$ cat src/hdl/jep_pkg.sv
`default_nettype none
package jep_pkg;

    localparam int DIGIT_W  = 8;
    localparam int MAX_DEG  = 8;
    localparam int ELEM_W   = 12;
    localparam int MAP_AW   = 12;
    localparam int ACC_W    = 32;

    localparam logic signed [1:0] ENTRY_ZERO = 2'sb00;
    localparam logic signed [1:0] ENTRY_POS  = 2'sb01;
    localparam logic signed [1:0] ENTRY_NEG  = 2'sb11;

    typedef enum logic [1:0] {
        CFG_FIELD_CHAR = 2'd0,
        CFG_EXT_DEGREE = 2'd1,
        CFG_MODULUS    = 2'd2,
        CFG_UNUSED     = 2'd3
    } t_cfg_idx;

    typedef struct packed {
        logic               start;
        logic [DIGIT_W-1:0] x;
        logic [DIGIT_W-1:0] y;
    } t_mm_req;

    typedef struct packed {
        logic              start;
        logic [ELEM_W-1:0] val;
    } t_div_req;

endpackage
`default_nettype wire

$ cat src/hdl/jep_div.sv
`default_nettype none
module jep_div (
    input  wire logic                      i_clk,
    input  wire logic                      i_rst_n,
    input  wire jep_pkg::t_div_req         i_req,
    input  wire logic [jep_pkg::DIGIT_W-1:0] i_p,
    output logic                           o_done,
    output logic [jep_pkg::ELEM_W-1:0]     o_quo,
    output logic [jep_pkg::DIGIT_W-1:0]    o_rem
);
    import jep_pkg::*;

    // Restoring division, one quotient bit per cycle.
    logic [ELEM_W-1:0]  r_quo;
    logic [DIGIT_W-1:0] r_rem;
    logic [3:0]         r_cnt;
    logic               r_run;
    logic               r_done;
    logic [DIGIT_W:0]   rem2;
    logic               ge;
    logic [DIGIT_W:0]   rem_sub;

    assign rem2    = {r_rem, r_quo[ELEM_W-1]};
    assign ge      = rem2 >= {1'b0, i_p};
    assign rem_sub = rem2 - {1'b0, i_p};

    always_ff @(posedge i_clk) begin
        if (!i_rst_n) begin
            r_run  <= 1'b0;
            r_done <= 1'b0;
        end else begin
            r_done <= 1'b0;
            if (i_req.start) begin
                r_run <= 1'b1;
                r_quo <= i_req.val;
                r_rem <= '0;
                r_cnt <= '0;
            end else if (r_run) begin
                r_rem <= ge ? rem_sub[DIGIT_W-1:0] : rem2[DIGIT_W-1:0];
                r_quo <= {r_quo[ELEM_W-2:0], ge};
                r_cnt <= r_cnt + 4'd1;
                if (r_cnt == 4'(ELEM_W - 1)) begin
                    r_run  <= 1'b0;
                    r_done <= 1'b1;
                end
            end
        end
    end

    assign o_done = r_done;
    assign o_quo  = r_quo;
    assign o_rem  = r_rem;
endmodule
`default_nettype wire

$ cat config.mk
export PLATFORM = sky130hd
export DESIGN_NAME = jep_div
export DESIGN_NICKNAME = d
export VERILOG_FILES = /design/src/hdl/jep_pkg.sv /design/src/hdl/jep_div.sv
export SDC_FILE = /design/constraint.sdc
export NUM_CORES = 1
export LEC_CHECK = 0
export BUFFER_PORTS_ARGS = -buffer_cell sky130_fd_sc_hd__buf_2
export CORE_ASPECT_RATIO = 0.9
export CORE_MARGIN = 2
export CORE_UTILIZATION = 25
export CTS_CLUSTER_DIAMETER = 100
export DETAILED_ROUTE_END_ITERATION = 12
export GPL_TIMING_DRIVEN = 0
export PLACE_DENSITY = 0.55
export SYNTH_ARGS = -nofsm -noshare
export SYNTH_HDL_FRONTEND = slang
export SYNTH_SLANG_ARGS = --single-unit
$ cat constraint.sdc
create_clock -name i_clk -period 3.03 [get_ports i_clk]
set_input_delay 0.1515 -clock i_clk [delete_from_list [all_inputs] [get_ports i_clk]]
set_output_delay 0.1515 -clock i_clk [all_outputs]
set_load 0.01 [all_outputs]
## Yosys cells after proc, flatten, opt, wreduce, memory -nomap -nowiden

Index checks and enable logic that the tools add are counted.

- Flip-flop bits (word level): 26
- Input port bits: 23
- Output and inout port bits: 21
- Logic and storage cells: 23

- Add/subtract/negate cells: 2
- Magnitude comparators: 1
- Eq/ne operators: 1
- Mux-type cells: 9
- Bitwise gates (word level): 2
- Reduce and logical (&&, ||, !) cells: 3

Operators by type and width:

| cell | count |
|---|---|
| two-way mux 12 bit | 2 |
| two-way mux 8 bit | 2 |
| greater-or-equal comparator 9 x 8 -> 1 bit | 1 |
| subtractor 8 bit | 1 |
| adder 4 x 1 -> 4 bit (second input constant) | 1 |
| == test 4 bit (second input constant) | 1 |
| two-way mux 1 bit | 4 |
| two-way mux 4 bit | 1 |
| OR reduction 3 bit | 1 |
| inverter 1 bit | 2 |
| AND reduction 2 bit | 1 |
| nonzero test 2 bit | 1 |

## Longest topological paths before layout

- Depth in word-level cells: 4
- Depth in mapped cells: 8
- Mapped depth without buffers: 8

## Worst setup path before layout

OpenSTA, ideal clock, no wires.

- Path kind: register to register
- Start point: register r_rem[0], in the netlist o_rem[0]
- End point: register r_quo[0], in the netlist o_quo[0] (data pin)
- Data arrival time: 1.770 ns
- Data required time: 2.770 ns
- Path slack: 1.000 ns
- Stages on the path, launching flop included: 7
- Path through: edfxtp_1 -> ha_1 -> nor2b_1 -> o31ai_4 -> a31o_2 -> nand2_2 -> mux2_2

- Cells in the longest elaborated chain, start to end: 3

RTL lines:

| item | line | text |
|---|---|---|
| start: declaration | jep_div.sv:15 | `logic [DIGIT_W-1:0] r_rem;` |
| start signal: assignment | jep_div.sv:39 | `r_rem <= ge ? rem_sub[DIGIT_W-1:0] : rem2[DIGIT_W-1:0];` |
| greater-or-equal comparator 9 x 8 -> 1 bit | jep_div.sv:24 | `assign ge = rem2 >= {1'b0, i_p};` |
| two-way mux 12 bit | jep_div.sv:38 | `end else if (r_run) begin` |
| two-way mux 12 bit | jep_div.sv:33 | `if (i_req.start) begin` |
| end signal: assignment | jep_div.sv:35 | `r_quo <= i_req.val;` |
| end signal: assignment | jep_div.sv:40 | `r_quo <= {r_quo[ELEM_W-2:0], ge};` |
| end: declaration | jep_div.sv:14 | `logic [ELEM_W-1:0] r_quo;` |

Every way passes these cells. The select of a mux whose other input is x is not followed.
A chain may end at the register's enable or synchronous reset.

## Final worst setup path

Ends and elaborated chain as after synthesis.

==> metrics.csv <==
metric;value;unit
clock_latency;0.28;ns
grt_pass1_vias;1118;
synth_seq_cells;26;
hp-class;in -> reg;
yosysUniqueCellTypes;42;
async_reset_ff_share;0;%
finClkSkew;0.00971;ns
cts_setup_buffers;0;
drc_errors;0;
end_kind;flop;
post_drt_wl_per_cell;12.3;um
grt-busiest-layer;met2;
clockBufferDepth;2;
drive_above_1_share;38.9;%
critPathArrivalTime;2.20;ns
dp_hpwl;2.57;mm
grt_pass1_wl;5.23;mm
gp_congestion;0.759;
rsz0062_at_grt;false;
grt_max_degree;26;
cts_tree;done;
gr-usage-met2;15.3;%
ctsResizeCount;0;
maxCapViolations;0;
required;3.07;ns
io_pins;44;
period_share;71.3;%
antenna-diode-count;0;
gr-total-overflow;0;
clk_pin_slew_worst_paths;0.09;ns
status;completed;
drt_iter0_drc;65;
syn_area;1600;um2
vias;1196;
grt_usage;9.56;%
synth_most_common_cell;edfxtp_1;
synth-seq-area-share;47.6;%
die_y;79.8;um
slew_headroom;29.6;%
finalHoldViolCount;0;
power_density;464;nW/um2
antenna_left;0;
critical-path-top-delay-family;compound AO/OA/AOI/OAI gates;
cp-start-kind;flop;
synth-edff-count;24;
htree_levels;1;
drt_first_pass_iters;4;
cts_buffers;3;
drt_wl_total;3.29;mm
syn_area_per_cell;11.9;um2
fin_tns_setup;0;ns
setup_viol;0;
worst_pin_slew;1.06;ns
drv_slew;0;
clkSinkCount;26;
dieWidth;88.3;um
vias_per_cell;4.48;
setup.worst_path.class;reg -> reg;
final_core_util;32.1;%
max_clock_freq;0.463;GHz
coreArea;6150;um2
slowest_delay;0.45;ns
ys_warn_count;0;
reg2reg_slack;0.87;ns
grt_antenna_before_repair;0;
ys_top_cells_by_count;edfxtp_1 (24), mux2_2 (12), a21oi_1 (9), ha_1 (9), inv_1 (9);
path_max_fanout;6;
portBuffers;42;
nNetsFinal;214;
yosysTopAreaCell;edfxtp_1;
root_buffer;clkbuf_8;
synth_ff_type;edfxtp_1;
fin_hold_ws;0.149;ns
syn_inst;134;
use_met3;3.00;%
total_power;914;uW
synth_top_area_share;45.1;%
rows;27;
ir_worst_vdd;0.000155;V
p_leak;0.000799;uW
worst-path-buf-inv;0;
use_met1;12.7;%
critical_path.slowest_cell;edfxtp_1;
area_growth;23.4;%
die_area;7050;um2
synth_fp_nets;167;
critical_path.cell_chain;ha_1 -> nor2b_1 -> o31ai_4 -> a31o_2 -> nand2_2 -> mux2_2;
start_util;26.0;%
period_needed;2.16;ns
postCtsHoldBufs;0;
synth_area_leaders;edfxtp_1 (45%), mux2_2 (8.5%), ha_1 (7.0%);
[worst reg2reg max path, delay by kind of cell (launching register included)]
kind / cells / cell delay (ns)
AOI/OAI and AO/OA: 2 / 0.63
adders and majority gates: 1 / 0.31
DFF: 1 / 0.45
muxes: 1 / 0.28
and+or+nand+nor: 2 / 0.26
[worst paths after layout]
kind | from | end | cells after the start
max | o_rem[0] | o_quo[0] | 6
min | i_rst_n | o_done | 2
max reg2reg | o_rem[0] | o_quo[0] | 6
min reg2reg | r_run | o_done | 1
[cell usage in the layout, fill, tap and decap left out, types with 2 or more instances in the layout]
cell type and instances:
nor2_1 6, clkbuf_8 5, nand2_1 2, buf_2 42, a211oi_1 4, o211ai_1 2, dfxtp_1 2, a21oi_1 9
and3_1 3, nor3_1 4, mux2_2 12, nand3_1 7, nor2b_1 6, o21a_1 3, o21ai_0 3, o21ai_1 3
edfxtp_1 24, ha_1 9, inv_1 9, xnor2_1 2
[layout make-up]
type | count | area (um2)
Buffer | 3 | 28.8
Clock buffer | 4 | 55.1
Fill cell | 671 | 4180
Inverter | 9 | 33.8
Multi-Input combinational cell | 96 | 774
Sequential cell | 26 | 761
Tap cell | 87 | 109
Timing Repair Buffer | 42 | 210
[through the flow]
stage          instance area, um2  worst slack, ns  cells
6_report                     1970            0.870    267
5_1_grt                      1970            0.775    267
4_1_cts                      1970            0.859    267
3_5_place_dp                 1920            0.875    263
3_3_place_gp                 1920            0.878    263
2_1_floorplan                1600             1.00    134
[report_power, final]
part,leakage [uW],switching [uW],internal (uW)
Clock,0.0000288,109,116
Combinational,0.000522,129,113
Sequential,0.000248,17.9,429
[routing by layer]
metal	routed length, um	up-vias
met3	138	4
met2	1530	21
met4	29	0
met1	1590	565
met5	0	-
li1	-	606
[registers in the layout (all words and copies together), names as in the netlist]
signal and count:
r_run 1, o_done 1, r_cnt 4, o_quo 12, o_rem 8
[kinds of logic after synthesis]
kind of cell / synth area share [%]
compound gates: 17.6
xor+xnor: 1.64
fa+ha+maj: 8.30
buf+inv: 3.91
flops: 47.6
simple gates: 12.5
mux: 8.46
No activity file was read; power rests on OpenSTA's default activity.
