## src/hdl/jep_pkg.sv

```systemverilog
`default_nettype none
package jep_pkg;

    localparam int DIGIT_W  = 8;
    localparam int MAX_DEG  = 8;
    localparam int ELEM_W   = 12;
    localparam int MAP_AW   = 12;
    localparam int ACC_W    = 32;

    localparam logic signed [1:0] ENTRY_ZERO = 2'sb00;
    localparam logic signed [1:0] ENTRY_POS  = 2'sb01;
    localparam logic signed [1:0] ENTRY_NEG  = 2'sb11;

    typedef enum logic [1:0] {
        CFG_FIELD_CHAR = 2'd0,
        CFG_EXT_DEGREE = 2'd1,
        CFG_MODULUS    = 2'd2,
        CFG_UNUSED     = 2'd3
    } t_cfg_idx;

    typedef struct packed {
        logic               start;
        logic [DIGIT_W-1:0] x;
        logic [DIGIT_W-1:0] y;
    } t_mm_req;

    typedef struct packed {
        logic              start;
        logic [ELEM_W-1:0] val;
    } t_div_req;

endpackage
`default_nettype wire

```

## src/hdl/jep_mulmod.sv

```systemverilog
`default_nettype none
module jep_mulmod (
    input  wire logic                        i_clk,
    input  wire logic                        i_rst_n,
    input  wire jep_pkg::t_mm_req            i_req,
    input  wire logic [jep_pkg::DIGIT_W-1:0] i_p,
    output logic                             o_done,
    output logic [jep_pkg::DIGIT_W-1:0]      o_prod
);
    import jep_pkg::*;

    // Bit-serial modular multiply, multiplier bits taken most significant first.
    // The multiplicand must already be below p; the multiplier may be any byte.
    logic [DIGIT_W-1:0] r_acc;
    logic [DIGIT_W-1:0] r_x;
    logic [DIGIT_W-1:0] r_y;
    logic [2:0]         r_cnt;
    logic               r_run;
    logic               r_done;
    logic [DIGIT_W+1:0] t;
    logic [DIGIT_W+1:0] p_ext;
    logic [DIGIT_W+1:0] t_red;

    assign p_ext = {2'b00, i_p};
    assign t     = {1'b0, r_acc, 1'b0} + (r_y[DIGIT_W-1] ? {2'b00, r_x} : '0);

    always_comb begin
        if (t >= {p_ext[DIGIT_W:0], 1'b0}) begin
            t_red = t - {p_ext[DIGIT_W:0], 1'b0};
        end else if (t >= p_ext) begin
            t_red = t - p_ext;
        end else begin
            t_red = t;
        end
    end

    always_ff @(posedge i_clk) begin
        if (!i_rst_n) begin
            r_run  <= 1'b0;
            r_done <= 1'b0;
        end else begin
            r_done <= 1'b0;
            if (i_req.start) begin
                r_run <= 1'b1;
                r_acc <= '0;
                r_x   <= i_req.x;
                r_y   <= i_req.y;
                r_cnt <= '0;
            end else if (r_run) begin
                r_acc <= t_red[DIGIT_W-1:0];
                r_y   <= {r_y[DIGIT_W-2:0], 1'b0};
                r_cnt <= r_cnt + 3'd1;
                if (r_cnt == 3'(DIGIT_W - 1)) begin
                    r_run  <= 1'b0;
                    r_done <= 1'b1;
                end
            end
        end
    end

    assign o_done = r_done;
    assign o_prod = r_acc;
endmodule
`default_nettype wire

```

## config.mk

```make
export PLATFORM = sky130hd
export DESIGN_NAME = jep_mulmod
export DESIGN_NICKNAME = d
export VERILOG_FILES = /design/src/hdl/jep_pkg.sv /design/src/hdl/jep_mulmod.sv
export SDC_FILE = /design/constraint.sdc
export NUM_CORES = 1
export LEC_CHECK = 0
export BUFFER_PORTS_ARGS = -buffer_cell sky130_fd_sc_hd__buf_2
export CORE_MARGIN = 1
export CORE_UTILIZATION = 57
export CTS_CLUSTER_DIAMETER = 60
export DETAILED_ROUTE_END_ITERATION = 8
export PLACE_DENSITY_LB_ADDON = 0.3
export SLEW_MARGIN = 10
export SYNTH_ARGS = -nofsm -noshare
export SYNTH_HDL_FRONTEND = slang
export SYNTH_SLANG_ARGS = --single-unit
```

## constraint.sdc

```tcl
create_clock -name i_clk -period 4.6 [get_ports i_clk]
set_input_delay 0.46 -clock i_clk [delete_from_list [all_inputs] [get_ports i_clk]]
set_output_delay 0.46 -clock i_clk [all_outputs]
set_load 0.01 [all_outputs]
```

# == Word level (Yosys, flattened, before mapping) ==
# Index checks and enable logic that the tools add are counted.
# Widths: inputs -> output; s select.
# totals
register_bits,29
latchBits,0
ram_bits,0
romBits,0
inputBits,27
out_inout_bits,9
word_cells,30
memories,0
# op_classes
n_addsub,4
multipliers,0
n_div,0
order_cmp,2
n_eq_ne,1
n_shift,0
mux,11
bitwise_logic,2
n_reduce_logical,4
# op_table
cell,count
$mux 8,6
$sub 8x8->8,2
$add 9x8->10,1
$ge 10x8->1,1
$ge 10x9->1,1
$mux 1,4
$reduce_and 2->1,2
$add 3x1->3 const B,1
$eq 3x3->1 const B,1
$mux 3,1
$reduce_or 3->1,1
$not 1->1,2
$reduce_bool 2->1,1

# == Depth between registers and ports, before layout ==
# Gate-level depths: netlist of run 1.
# logic_depth
word_depth,6
ltp_mapped,18
mapped_depth_nobuf,17

# == Least setup slack after synthesis of run 1 ==
# Ideal clock, no wire load.
# synth_timing
path_type,reg-to-reg
startpoint,register r_y[7]
endpoint,"register r_acc[5] (netlist: o_prod[5]), data pin"
setup_time_ns,0.176
arrival_time_ns,3.355
required_ns,4.424
setup_slack_ns,1.069
path_stages_with_launch,19
n_path_buf,1
period_less_slack_ns,3.531
cell_sequence,edfxtp_1 and2_1 ha_1 inv_1 fa_1 nor2b_4 o31a_1 o21ai_0 nand2b_1 xnor2_1 inv_1 ha_1 o21a_1 o21ai_0 a41oi_1 or4_4 buf_6 nand4bb_1 o311ai_2
# synth_between
elab_chain_len,6
elab_cells_between_ends,9
cone_classes,add/sub: 3; order compare: 2; mux: 4
# synth_lines
item,line,source
start: declaration,jep_mulmod.sv:16,logic [DIGIT_W-1:0] r_y;
start signal: assignment,jep_mulmod.sv:47,r_y <= i_req.y;
start signal: assignment,jep_mulmod.sv:51,"r_y <= {r_y[DIGIT_W-2:0], 1'b0};"
$mux 8 *,jep_mulmod.sv:25,"assign t = {1'b0, r_acc, 1'b0} + (r_y[DIGIT_W-1] ? {2'b00, r_x} : '0);"
$add 9x8->10 *,jep_mulmod.sv:25,
$sub 8x8->8 / $ge 10x8->1 (equally long branches),"jep_mulmod.sv:31, jep_mulmod.sv:30",
$mux 8,jep_mulmod.sv:30,end else if (t >= p_ext) begin
$mux 8 *,jep_mulmod.sv:28,"if (t >= {p_ext[DIGIT_W:0], 1'b0}) begin"
$mux 8 *,jep_mulmod.sv:49,end else if (r_run) begin
end signal: assignment,jep_mulmod.sv:50,r_acc <= t_red[DIGIT_W-1:0];
end: declaration,jep_mulmod.sv:14,logic [DIGIT_W-1:0] r_acc;
# Mark *: on every way between the ends. The rest lies on a longest branch, timed or not. The select of a mux whose other input is x is not followed.
# A chain may end at the register's enable or synchronous reset.

# == Final worst setup path of run 1 ==
# Ends and elaborated chain as after synthesis.

==> results of run 1 <==
## sequential cells by signal, summed over array words and instances, names as in the netlist
signal	count
r_y	8
o_done	1
o_prod	8
r_x	8
r_cnt	3
r_run	1
## critical path: stages (launching register included)
cell,delay [ps]
edfxtp_1,470
and2_1,200
ha_1,210
inv_1,70
fa_1,250
nor2b_4,50
o31a_1,280
o21ai_0,160
nand2b_1,90
xnor2_1,220
inv_1,100
ha_1,300
o21a_1,100
o21ai_0,150
a41oi_1,90
or4_4,590
nand4bb_1,230
o311ai_2,100
## layout by cell type (no fill, tap or decap), types with 2 or more instances in the layout
cell type / instances
nand3_1: 3
inv_1: 23
o2111ai_1: 2
buf_2: 35
nor2_1: 10
o21ai_0: 12
nand2_1: 9
mux2i_1: 5
a21oi_1: 13
o311ai_2: 2
nand3b_1: 2
or3_1: 2
and2_1: 7
a21o_1: 3
ha_1: 25
a21boi_0: 2
fa_1: 3
o211ai_1: 2
mux2_2: 7
and4b_1: 2
nor2b_1: 3
nor3_1: 4
a211oi_1: 2
o21a_1: 5
o22ai_1: 5
edfxtp_1: 27
dfxtp_1: 2
xor2_1: 3
xnor2_1: 9
nand2b_1: 5
clkbuf_8: 5
nand4_1: 2
## layout make-up
type                            count  area (µm²)  area share, %
Tap cell                           48       60.06          2.319
Inverter                           23       86.33          3.333
Multi-Input combinational cell    164        1314          50.72
Sequential cell                    29       850.8          32.85
Clock inverter                      2       35.03          1.353
Timing Repair Buffer               35       175.2          6.763
Clock buffer                        5       68.82          2.657
## power groups by stage
stage          combinational [mW]  sequential [mW]  clock, mW
2_1_floorplan               0.706            0.385          0
3_3_place_gp                0.882            0.380          0
3_5_place_dp                0.886            0.381          0
4_1_cts                     0.894            0.375      0.254
5_1_grt                      1.01            0.379      0.265
6_report                    0.906            0.375      0.250
## final timing paths
kind | startpoint | endpoint | slack, ps | cells after the start
worst max-delay path | r_y[7] | o_prod[5] | 760 | 17
worst min-delay path | i_req[10] | r_x[2] | 350 | 1
worst max register to register | r_y[7] | o_prod[5] | 760 | 17
worst min register to register | r_run | o_done | 540 | 1
## kinds of logic after synthesis
logic type                 synth area share, %
xor gates and xnor gates                 4.621
muxes                                    5.666
AOI/OAI and AO/OA                        16.23
DFF                                      37.40
adders and majority gates                16.39
and+or+nand+nor                          14.85
buffers and inverters                    4.840
## layer usage
metal | vias up | global-route usage (%) | routed length, µm
met5 | - | 0 | 0
met4 | 0 | 9.783 | 48
met3 | 4 | 5.382 | 189
met2 | 36 | 34.02 | 2002
met1 | 792 | 33.37 | 2204
li1 | 891 | - | -
==> flow_summary_export.csv, run 1 <==
group,metric,value,unit
outcome,status,"finished clean",
worst_setup_path,critPathMaxFanout,9,
die,core_area,3744,µm²
placement,gp_congestion,0.8514,
sta,finalHoldViolations,0,
die,rows,22,
grt,grt_max_degree,21,
pwr,power.density,590.8,nW/µm²
routing,vias_per_cell,5.631,
pwr,p_total,1.530,mW
sta,period_minus_slack,3837,ps
synth,synth_flop_cell,"edfxtp_1",
sta,finalSetupViolCount,0,
routing,postRouteAntennaNets,0,
placement,io_buffer_count,35,
sta,maxSlewHeadroom,44.12,%
cells_and_area,fin_area,2590,µm²
die,ioPinCount,36,
placement,dp_hpwl,3.489,mm
routing,drt_wl_total,4.445,mm
cts,cts_buffers,5,
cts,cts_setup_buffers,0,
worst_setup_path,startpoint_type,"register",
routing,routedWlPerCell,14.53,µm
synth,synth-edff-count,27,
routing,drtIter0Drc,115,
cells_and_area,drive_above_1_share,21.71,%
grt,antenna_found_initial,0,
die,initial_core_util,60.76,%
cts,cts_tree,"done",
pwr,p_comb_share,59.2,%
cts,clk_pin_slew_worst_paths,60,ps
sta,fin_crit_sh,83.42,%
cells_and_area,final-instance-count-excl-fill,306,
synth,synth_top_area_share,35.64,%
sta,setup_ws,762.6,ps
synth,synthArstFlopShare,0,%
synth,synth.area.top_cells,"edfxtp_1 36%, ha_1 14%, inv_1 3.8%, mux2_2 3.5%, xnor2_1 3.5%",
synth,ys_types,49,
sta,whs,354.3,ps
pwr,netSwitchingFraction,40.71,%
cells_and_area,areaGrowthSynthToFinish,13.86,%
routing,drc,0,
sta,worst_pin_slew,838.1,ps
placement,dpl_cell_area,2486,µm²
hold_path,hold_path_class,"in2reg",
sta,fin_setup_tns,0,ps
cells_and_area,nFillCells,306,
cells_and_area,fin_util,69.18,%
synth,syn_nets,275,
worst_setup_path,cp-end-kind,"register",
worst_setup_path,required,4710,ps
pwr,p_switching,0.6229,mW
cts,ctsHoldBuffers,0,
worst_setup_path,worstSetupPathType,"reg2reg",
sta,fmax,260.6,MHz
routing,drtPass1Iterations,4,
pwr,leakagePower,1.132,nW
synth,synth_common_cells,"27 x edfxtp_1, 25 x ha_1, 23 x inv_1",
die,die_w,65.17,µm
pwr,p_clk_share,16.3,%
cts,cts_resized,0,
grt,grt_overflow,0,
cells_and_area,fin_nets,313,
cts,cts_max_path_buffers,2,
grt,grt_pass1_wl,7.293,mm
grt,grt_pass1_vias,1569,
cells_and_area,diodes,0,
cts,cts_sinks,29,
cts,cts_root_buf,"clkbuf_8",
synth,ys_seq_elements,29,
synth,yosysMostFrequentCell,"edfxtp_1",
flow_run,cap_viol_max_count,0,
placement,place_ws,809.0,ps
pwr,cellInternalPower,0.9072,mW
pwr,seq_power_share,24.5,%
routing,num_vias,1723,
worst_setup_path,arrival,3940,ps
synth,synth_area_leader_cell,"edfxtp_1",
sta,drv_slew,0,
cts,clock_latency,280,ps
synth,synth.avg_cell_area,10.34,µm²
pwr,peakVddDrop,328.1,µV
die,die_area,4247,µm²
synth,syn-instance-count,220,
cts,htree_levels,2,
synth,yosys_warnings,0,
synth,synth_seq_area_share,37.40,%
die,die_h,65.17,µm
sta,rsz0062_at_grt,"no",
placement,dp_cells,299,
sta,skew,4.521,ps
grt,track_usage,23.39,%
synth,syn-cell-area,2275,µm²
Note: power is estimated with default switching activity, not from simulation.
==> run 2: changes to the inputs <==
Clock period 4.6 ns to 3.78 ns, I/O delays scaled along.
==> run 2 against run 1 <==
Net effect:
- clock power up 23%
- critical path depth is the same
- via count increased by 5.0%
- largest cell class unchanged
==> flow_summary_export.csv, run 2 (synthesis results as in run 1) <==
group,metric,value,unit
placement,io_buffer_count,35,
die,ioPinCount,36,
cells_and_area,areaGrowthSynthToFinish,18.65,%
routing,vias_per_cell,5.746,
die,core_area,3744,µm²
worst_setup_path,reg2reg_slack,160,ps
die,initial_core_util,60.76,%
placement,place_ws,-41.36,ps
routing,postRouteAntennaNets,0,
cts,cts_tree,"done",
pwr,cellInternalPower,1.175,mW
worst_setup_path,rr_worst_depth,17,
sta,fin_crit_sh,95.73,%
worst_setup_path,r2r_end,"o_prod[5]",
sta,finalSetupViolCount,0,
worst_setup_path,required,3880,ps
sta,setup_ws,161.2,ps
die,die_h,65.17,µm
worst_setup_path,startpoint,"r_y[7]",
sta,fmax,276.3,MHz
cts,cts_max_path_buffers,2,
worst_setup_path,cp-end-kind,"register",
grt,grt_max_degree,21,
cells_and_area,diodes,0,
grt,grt_pass1_vias,1679,
routing,routedWlPerCell,14.97,µm
cts,htree_levels,2,
die,rows,22,
cells_and_area,final-instance-count-excl-fill,315,
placement,dpl_cell_area,2516,µm²
sta,whs,273.2,ps
pwr,p_total,1.969,mW
cells_and_area,fin_area,2699,µm²
flow_run,cap_viol_max_count,0,
sta,fin_setup_tns,0,ps
sta,finalHoldViolations,0,
routing,drtPass1Iterations,5,
routing,num_vias,1810,
worst_setup_path,arrival,3720,ps
sta,skew,7.768,ps
die,die_area,4247,µm²
hold_path,whs_endpoint,"r_x[2]",
sta,drv_slew,0,
cts,ctsHoldBuffers,0,
sta,maxSlewHeadroom,43.08,%
grt,antenna_found_initial,0,
outcome,status,"finished clean",
worst_setup_path,r2r-start,"r_y[7]",
hold_path,hp-start,"i_req[10]",
cells_and_area,final_cell_mix,"35 x buf_2, 27 x edfxtp_1, 24 x ha_1",
pwr,p_comb_share,61.2,%
routing,drtIter0Drc,90,
placement,dp_hpwl,3.734,mm
cts,cts_root_buf,"clkbuf_8",
pwr,power.density,729.6,nW/µm²
pwr,netSwitchingFraction,40.31,%
cts,cts_sinks,29,
pwr,peakVddDrop,469.0,µV
placement,dp_cells,303,
cts,clock_latency,280,ps
die,die_w,65.17,µm
grt,grt_overflow,0,
placement,gp_congestion,0.9195,
cts,cts_buffers,5,
grt,grt_pass1_wl,7.693,mm
pwr,leakagePower,1.181,nW
routing,drt_wl_total,4.717,mm
worst_setup_path,worstSetupPathType,"reg2reg",
worst_setup_path,critPathMaxFanout,5,
pwr,p_clk_share,15.6,%
cells_and_area,fin_util,72.09,%
hold_path,hold_depth,1,
cells_and_area,final_common_cell,"buf_2",
hold_path,hold_path_class,"in2reg",
pwr,p_switching,0.7938,mW
cells_and_area,fin_nets,321,
cts,clk_pin_slew_worst_paths,60,ps
sta,period_minus_slack,3619,ps
sta,worst_pin_slew,853.9,ps
pwr,seq_power_share,23.2,%
worst_setup_path,startpoint_type,"register",
cells_and_area,drive_above_1_share,27.34,%
grt,track_usage,24.15,%
routing,drc,0,
## run 2: changes by cell type in the layout (fill, tap and decap cells not counted), moves of 2 or more
cell and change:
o21ai_1 +2, buf_4 +8, a21oi_2 +2, o21ai_0 -2, xnor2_2 +2, xnor2_1 -2
a21oi_1 -2
## run 2: worst max-delay path, stage by stage (launching register included)
cell	delay, ps
edfxtp_1	430
and2_1	170
ha_1	220
inv_1	90
fa_2	230
nor2b_4	50
o31a_1	290
o21ai_1	160
nand2b_1	110
xnor2_2	160
inv_1	90
ha_1	300
o21a_1	120
o21ai_1	150
a41oi_2	60
or4_4	480
nand4bb_1	230
o311ai_2	100
## run 2: power groups by stage
stage | Combinational, mW | Clock, mW | Sequential (mW)
final | 1.20 | 0.308 | 0.457
after global routing | 1.34 | 0.324 | 0.462
after CTS | 1.14 | 0.314 | 0.457
after detailed placement | 1.13 | 0 | 0.464
after global placement | 1.11 | 0 | 0.462
after floorplan | 0.860 | 0 | 0.468
## run 2: worst max path at each step
stage | endpoint | slack (ps) | cells past startpoint
global route | o_prod[5] | -80 | 17
global placement | o_prod[5] | 140 | 17
detailed placement | o_prod[5] | -40 | 17
CTS | o_prod[5] | 40 | 17
floorplan | o_prod[5] | 250 | 18
finish | o_prod[5] | 160 | 17
## run 2: routing by layer
metal | vias to the layer above | track usage [%] | wire length, µm
li1 | 907 | - | -
met1 | 845 | 33.41 | 2194
met2 | 50 | 37.24 | 2160
met3 | 8 | 5.382 | 272
met4 | 0 | 8.424 | 89
met5 | - | 0 | 0
## run 2: cell type report
type	count	area [µm²]
clock inverters	3	41.29
clock buffers	5	68.82
multi-input cells	164	1356
repair buffers	43	235.2
flip-flops and latches	29	850.8
inverters	23	86.33
fillers	295	1045
well taps	48	60.06
## run 2: timing repair
item / CTS / global route
pin swaps: 0 / 4
gates resized for setup: 0 / 11
endpoints found under the setup margin: 2 / 7
buffers inserted: 2 / 2
